[config.mk]
export PLATFORM = sky130hd
export DESIGN_NAME = mtpu_ctrl
export DESIGN_NICKNAME = d
export VERILOG_FILES = /design/src/hdl/mtpu_pkg.sv /design/src/hdl/mtpu_ctrl.sv
export SDC_FILE = /design/constraint.sdc
export NUM_CORES = 1
export LEC_CHECK = 0
export ABC_AREA = 0
export ABC_CLOCK_PERIOD_IN_PS = 3400
export BUFFER_PORTS_ARGS = -buffer_cell sky130_fd_sc_hd__buf_2
export CAP_MARGIN = 20
export CORE_AREA = 5 5 42 44
export DETAILED_ROUTE_END_ITERATION = 6
export DIE_AREA = 0 0 47 49
export PLACE_DENSITY = 0.71
export SYNTH_ARGS = -nofsm -noshare
export SYNTH_HDL_FRONTEND = slang
export SYNTH_SLANG_ARGS = --single-unit
[constraint.sdc]
create_clock -name clk -period 3.4 [get_ports clk]
set_clock_uncertainty 0.05 [all_clocks]
set_input_delay 0.17 -clock clk [delete_from_list [all_inputs] [get_ports clk]]
set_output_delay 0.17 -clock clk [all_outputs]
set_load 0.005 [all_outputs]
[src/hdl/mtpu_pkg.sv]
`timescale 1ns / 1ps
`default_nettype none
package mtpu_pkg;
	localparam int unsigned NODES = 1024;
	localparam int unsigned NODE_W = $clog2(NODES);
	localparam int unsigned STRIDE = 8;
	localparam int unsigned ADDR_W = NODE_W + STRIDE;
	localparam int unsigned DEPTH = NODES * 256;
	localparam int unsigned CNT_W = $clog2(NODES + 1);
	localparam int unsigned HOP_W = 32;
	localparam int unsigned ENTRY_W = NODE_W + 1 + HOP_W;
	localparam logic [HOP_W-1:0] NO_HOP = '1;
	localparam logic [7:0] MAX_LEN = 8'd128;

	typedef enum logic [1:0] {
		ST_OK = 2'd0,
		ST_BAD_LEN = 2'd1,
		ST_POOL_FULL = 2'd2,
		ST_NO_PATH = 2'd3
	} status_t;

	typedef enum logic [3:0] {
		S_CLEAR,
		S_IDLE,
		S_DECIDE,
		S_READ,
		S_EXPAND,
		S_DONE,
		S_OUT
	} state_t;

	// controller -> datapath
	typedef struct packed {
		logic load;
		logic clear_wr;
		logic read;
		logic exp_read;
		logic descend;
		logic link;
		logic mark_last;
		logic expand_wr;
		logic count_up;
		logic count_down;
		logic set_default;
		logic clr_default;
		logic set_status;
		status_t status;
	} cmd_t;

	// datapath -> controller
	typedef struct packed {
		logic clear_last;
		logic len_bad;
		logic len_zero;
		logic is_del;
		logic full_byte;
		logic at_last_byte;
		logic child_zero;
		logic pool_full;
		logic has_rest;
		logic expand_last;
	} sts_t;
endpackage
`default_nettype wire

[src/hdl/mtpu_ctrl.sv]
`timescale 1ns / 1ps
`default_nettype none
module mtpu_ctrl (
	input wire logic clk,
	input wire logic arst_n,
	input wire logic in_valid,
	output logic in_stall,
	output logic out_valid,
	input wire logic out_stall,
	input wire mtpu_pkg::sts_t sts,
	output mtpu_pkg::cmd_t cmd
);
	mtpu_pkg::state_t state_q, state_d;

	always_ff @(posedge clk or negedge arst_n) begin
		if (!arst_n) state_q <= mtpu_pkg::S_CLEAR;
		else state_q <= state_d;
	end

	always_comb begin
		state_d = state_q;
		cmd = '0;
		cmd.status = mtpu_pkg::ST_OK;
		in_stall = 1'b1;
		out_valid = 1'b0;
		unique case (state_q)
			mtpu_pkg::S_CLEAR: begin
				cmd.clear_wr = 1'b1;
				if (sts.clear_last) state_d = mtpu_pkg::S_IDLE;
			end
			mtpu_pkg::S_IDLE: begin
				in_stall = 1'b0;
				if (in_valid) begin
					cmd.load = 1'b1;
					state_d = mtpu_pkg::S_DECIDE;
				end
			end
			mtpu_pkg::S_DECIDE: begin
				cmd.set_status = 1'b1;
				if (sts.len_bad) begin
					cmd.status = mtpu_pkg::ST_BAD_LEN;
					state_d = mtpu_pkg::S_OUT;
				end else if (sts.len_zero) begin
					cmd.set_default = !sts.is_del;
					cmd.clr_default = sts.is_del;
					cmd.count_up = !sts.is_del;
					cmd.count_down = sts.is_del;
					state_d = mtpu_pkg::S_OUT;
				end else if (sts.full_byte) begin
					cmd.read = 1'b1;
					state_d = mtpu_pkg::S_READ;
				end else if (sts.has_rest) begin
					// fetch the first entry of the expanded run
					cmd.exp_read = 1'b1;
					state_d = mtpu_pkg::S_EXPAND;
				end else begin
					state_d = mtpu_pkg::S_DONE;
				end
			end
			mtpu_pkg::S_READ: begin
				if (sts.at_last_byte) begin
					cmd.mark_last = 1'b1;
					state_d = mtpu_pkg::S_DONE;
				end else if (!sts.child_zero) begin
					cmd.descend = 1'b1;
					state_d = mtpu_pkg::S_DECIDE;
				end else if (sts.is_del) begin
					cmd.set_status = 1'b1;
					cmd.status = mtpu_pkg::ST_NO_PATH;
					state_d = mtpu_pkg::S_OUT;
				end else if (sts.pool_full) begin
					cmd.set_status = 1'b1;
					cmd.status = mtpu_pkg::ST_POOL_FULL;
					state_d = mtpu_pkg::S_OUT;
				end else begin
					cmd.link = 1'b1;
					state_d = mtpu_pkg::S_DECIDE;
				end
			end
			mtpu_pkg::S_EXPAND: begin
				// write this entry while the next one is fetched
				cmd.expand_wr = 1'b1;
				cmd.exp_read = !sts.expand_last;
				if (sts.expand_last) state_d = mtpu_pkg::S_DONE;
			end
			mtpu_pkg::S_DONE: begin
				cmd.count_up = !sts.is_del;
				cmd.count_down = sts.is_del;
				state_d = mtpu_pkg::S_OUT;
			end
			mtpu_pkg::S_OUT: begin
				out_valid = 1'b1;
				if (!out_stall) state_d = mtpu_pkg::S_IDLE;
			end
			default: state_d = mtpu_pkg::S_IDLE;
		endcase
	end
endmodule
`default_nettype wire
==> results <==
- In the global route stage, overall resource usage came out at 12.26%.
- The number of distinct library cells after synthesis is 27.
- For the final routed database, the setup TNS stands at 0 ns.
- The final critical path takes up 61.82% of the cycle.
- Entering global routing, the biggest net connects 16 pins.
- The x dimension of the die is 47 µm.
- The filler cells instantiated in the layout total 156.
- The number of gates resized after CTS was 0.
- The final route contains 542 vias.
- The die boundary height is 49 µm.
- Routability-driven placement finished with a final weighted congestion of 0.8033.
- The register area share after synthesis is 17.70%.
- The final count of hold timing violations is 0.
- The number of rows created at floorplan is 14.
- Counting every sink on the clock net gives 3.
- Among all stages on the critical path, the largest delay is contributed by dfrtp_1.
- The post-synthesis cell count is 61.
- The register with the most flip-flops in the layout has 3 of them.
- The worst-case setup slack after placement is 1.561 ns.
- The share of the core filled with cells in the final layout is 42.77%.
- For the pin with the worst max-slew slack, the measured transition is 0.4043 ns.
- The core region is 0.001401 mm².
- The maximum operating frequency is 475.8 MHz.
- The worst hold-check slack is 0.1879 ns.
- The flip-flop and latch count after synthesis is 3.
- The number of pins with negative max-slew slack in the final report is 0.
- The layout overhead on the synthesized area is 41.30%.
- The kind of end point of the critical path is a primary output.
- The run finished with clean final reports.
- The synthesized net count is 75.
- The number of violations of the max-capacitance limit is 0.
- STA classifies the critical path startpoint as a flop.
- In this run the tightest slew margin relative to its limit is 73.04%.
- The root buffer selected by CTS is clkbuf_4.
- The via count of the first global-routing pass was 499.
- The via density per instance is 5.019.
- The total of warnings raised by yosys is 0.
- For this configuration, the core starts out at a cell density of 30.27%.
- The multi-input combinational cells in the finished layout cover a total of 310.3 µm².
- The post-route netlist has 39.13% of its cells at a drive strength greater than 1.
- For the worst setup path, the data arrival time is 1.88 ns.
- The first-pass GRT wire length is 2083 µm.
- The worst hold path class is primary input to flop.
- The final layout contains 107 nets.
- For the finished layout, the period the worst path requires is 2.102 ns.
- In this run the number of H-tree levels came out at 1.
- In the final layout, the registers with the most flip-flops are state_q (3).
- The highest ir drop seen on vdd is 0.2151 mV.
- The number of failing setup endpoints in the final timing report is 0.
- The clock network latency to the later pin of the worst-skew pair is 0.23 ns.
- The sequential cells in the finished layout cover a total of 75.07 µm².
- Summing every instance area after synthesis gives 424.2 µm².
- The maximum buffer depth of the clock tree is 2.
- The number of buffers and inverters on the critical path is 1.
- For this design the static power due to leakage is 0.3140 nW.
- The cell type group with the largest total delay on the critical path is simple AND/OR/NAND/NOR gates.
- Setup repair after global routing left no endpoint under its margin.
- The clock tree from TritonCTS is done.
- The total non-filler cell area in the finished layout is 599.3 µm².
- The per-cell routed wire length is 11.59 µm.
- Of all nets on the critical path, the largest fanout is 15.
- During I/O placement, the number of pins put on the boundary was 31.
- Once placement finished, the instance area stood at 563.0 µm².
- The routed design has 1252 µm of wire.
- In this design, the stage delay of the slowest critical-path cell is 0.58 ns.
- The HPWL reported at the end of detailed placement is 963.9 µm.
- The die covers 0.002303 mm².
- The aggregate global routing overflow is 0.
- Walking the worst path, the cells encountered are or3b_1 -> nor3b_2 -> a21oi_1 -> nor2b_1 -> buf_2.
- The antenna violation net count after detailed routing is 0.
- The setup path with the least slack is of type flop to primary output.
- Before antenna repair, the detailed router went through 4 iterations.
- The least setup slack across all paths after layout is 1.298 ns.
- The number of antenna diodes in the final layout is 0.
- The number of buffers created by CTS is 3.
- In this run the power density over the cells is 554.8 mW/mm².
- During placement, the flow inserted port buffers numbering 30.
- The data required time of the critical path is 3.18 ns.
- After clock tree synthesis, the clock-pin slew on the worst setup and hold paths is 0.03 ns.
- state_q holds more flip-flops than any other register.
- The number of antenna violations at the first check in global routing is 0.
- In this run, the number of DRC markers left after iteration 0 of detailed routing was 18.
- The number of remaining DRC errors is 0.
- In this run the mean area of a mapped cell was 6.953 µm².
-- power by group --
part | leakage (nW) | switching [mW] | internal (mW)
logic | 0.261 | 0.0903 | 0.0889
registers | 0.0382 | 0.0405 | 0.0505
clock network | 0.0150 | 0.0182 | 0.0440
total | 0.314 | 0.149 | 0.183
-- final cells by class --
class | instances | area share [%]
multi-input combinational | 52 | 51.77
tap | 16 | 3.340
timing repair buffer | 31 | 26.72
clock buffer | 4 | 4.384
inverter | 2 | 1.253
sequential | 3 | 12.53
-- kinds of logic after synthesis --
family          share of synthesized area, %
mux                                    2.655
flops                                  17.70
buf+inv                                9.143
simple gates                           44.25
compound gates                         26.26
-- final timing paths --
path | start | endpoint | slack (ns) | cells after the start
max reg2reg | state_q[1] | state_q[0] | 1.74 | 4
max | state_q[1] | cmd[5] | 1.30 | 5
min in group asynchronous | arst_n | state_q[0] | 0.21 | 2
min reg2reg | state_q[0] | state_q[0] | 0.70 | 2
min | out_stall | state_q[1] | 0.19 | 3
max in group asynchronous | arst_n | state_q[1] | 2.99 | 2
-- worst min-delay path: cells and delay by family --
family / cells / cell delay [ns]
AO/OA/AOI/OAI: 1 / 0.07
buffers and inverters: 1 / 0.11
AND/OR/NAND/NOR: 1 / 0.07
-- per-stage QoR --
step,cells,total power [mW]
after global routing,108,0.3766
final,108,0.3325
after CTS,108,0.3369
after detailed placement,103,0.2683
after global placement,103,0.2672
after floorplan,61,0.2203
-- cell usage in the layout, fill, tap and decap left out, drive strengths merged --
master        n
dfrtp         3
or3b          1
a22oi         1
a211oi        1
nand3b        1
nor3          5
o32ai         1
and2          2
dlygate4sd3   1
o31ai         2
o21a          1
nand3         1
a32oi         1
nand2         3
buf          30
mux2          1
o22ai         1
nor3b         1
inv           2
nor2         10
o21ai         6
clkbuf        4
a21oi         4
and3          2
nor2b         3
nand2b        4
-- per-layer routing --
layer / track usage [%] / vias up / share of wire, %
met2: 15.38 / 23 / 47
met1: 16.74 / 239 / 45
met5: 0 / - / 0
met4: 8.756 / 0 / 0
met3: 4.059 / 0 / 7.9
li1: - / 280 / -
-- timing repair --
action	in CTS	in global routing
buffers inserted	0	0
hold buffers	1	0
hold endpoints to repair	3	0
-- synthesized netlist by cell type --
master | n | share of area, %
o21ai_0 | 6 | 7.1
clkbuf_1 | 1 | 0.88
o31ai_1 | 2 | 3.5
nor2b_1 | 3 | 4.4
o32ai_1 | 1 | 2.1
nand3b_1 | 1 | 1.8
mux2_2 | 1 | 2.7
a21oi_1 | 4 | 4.7
a32oi_1 | 1 | 2.1
a22oi_1 | 1 | 1.8
nor2_1 | 10 | 8.9
nand3_1 | 1 | 1.2
dfrtp_1 | 3 | 18
or3b_1 | 1 | 2.1
buf_2 | 1 | 1.2
nor3b_2 | 1 | 2.9
nand2b_1 | 4 | 5.9
nand2_1 | 3 | 2.7
inv_1 | 2 | 1.8
o21a_1 | 1 | 1.8
and3_1 | 2 | 2.9
o22ai_1 | 1 | 1.5
nor3_1 | 4 | 4.7
buf_6 | 2 | 5.3
and2_1 | 2 | 2.9
a211oi_1 | 1 | 1.8
nor3_4 | 1 | 3.8
No activity file was read; power rests on OpenSTA's default activity.
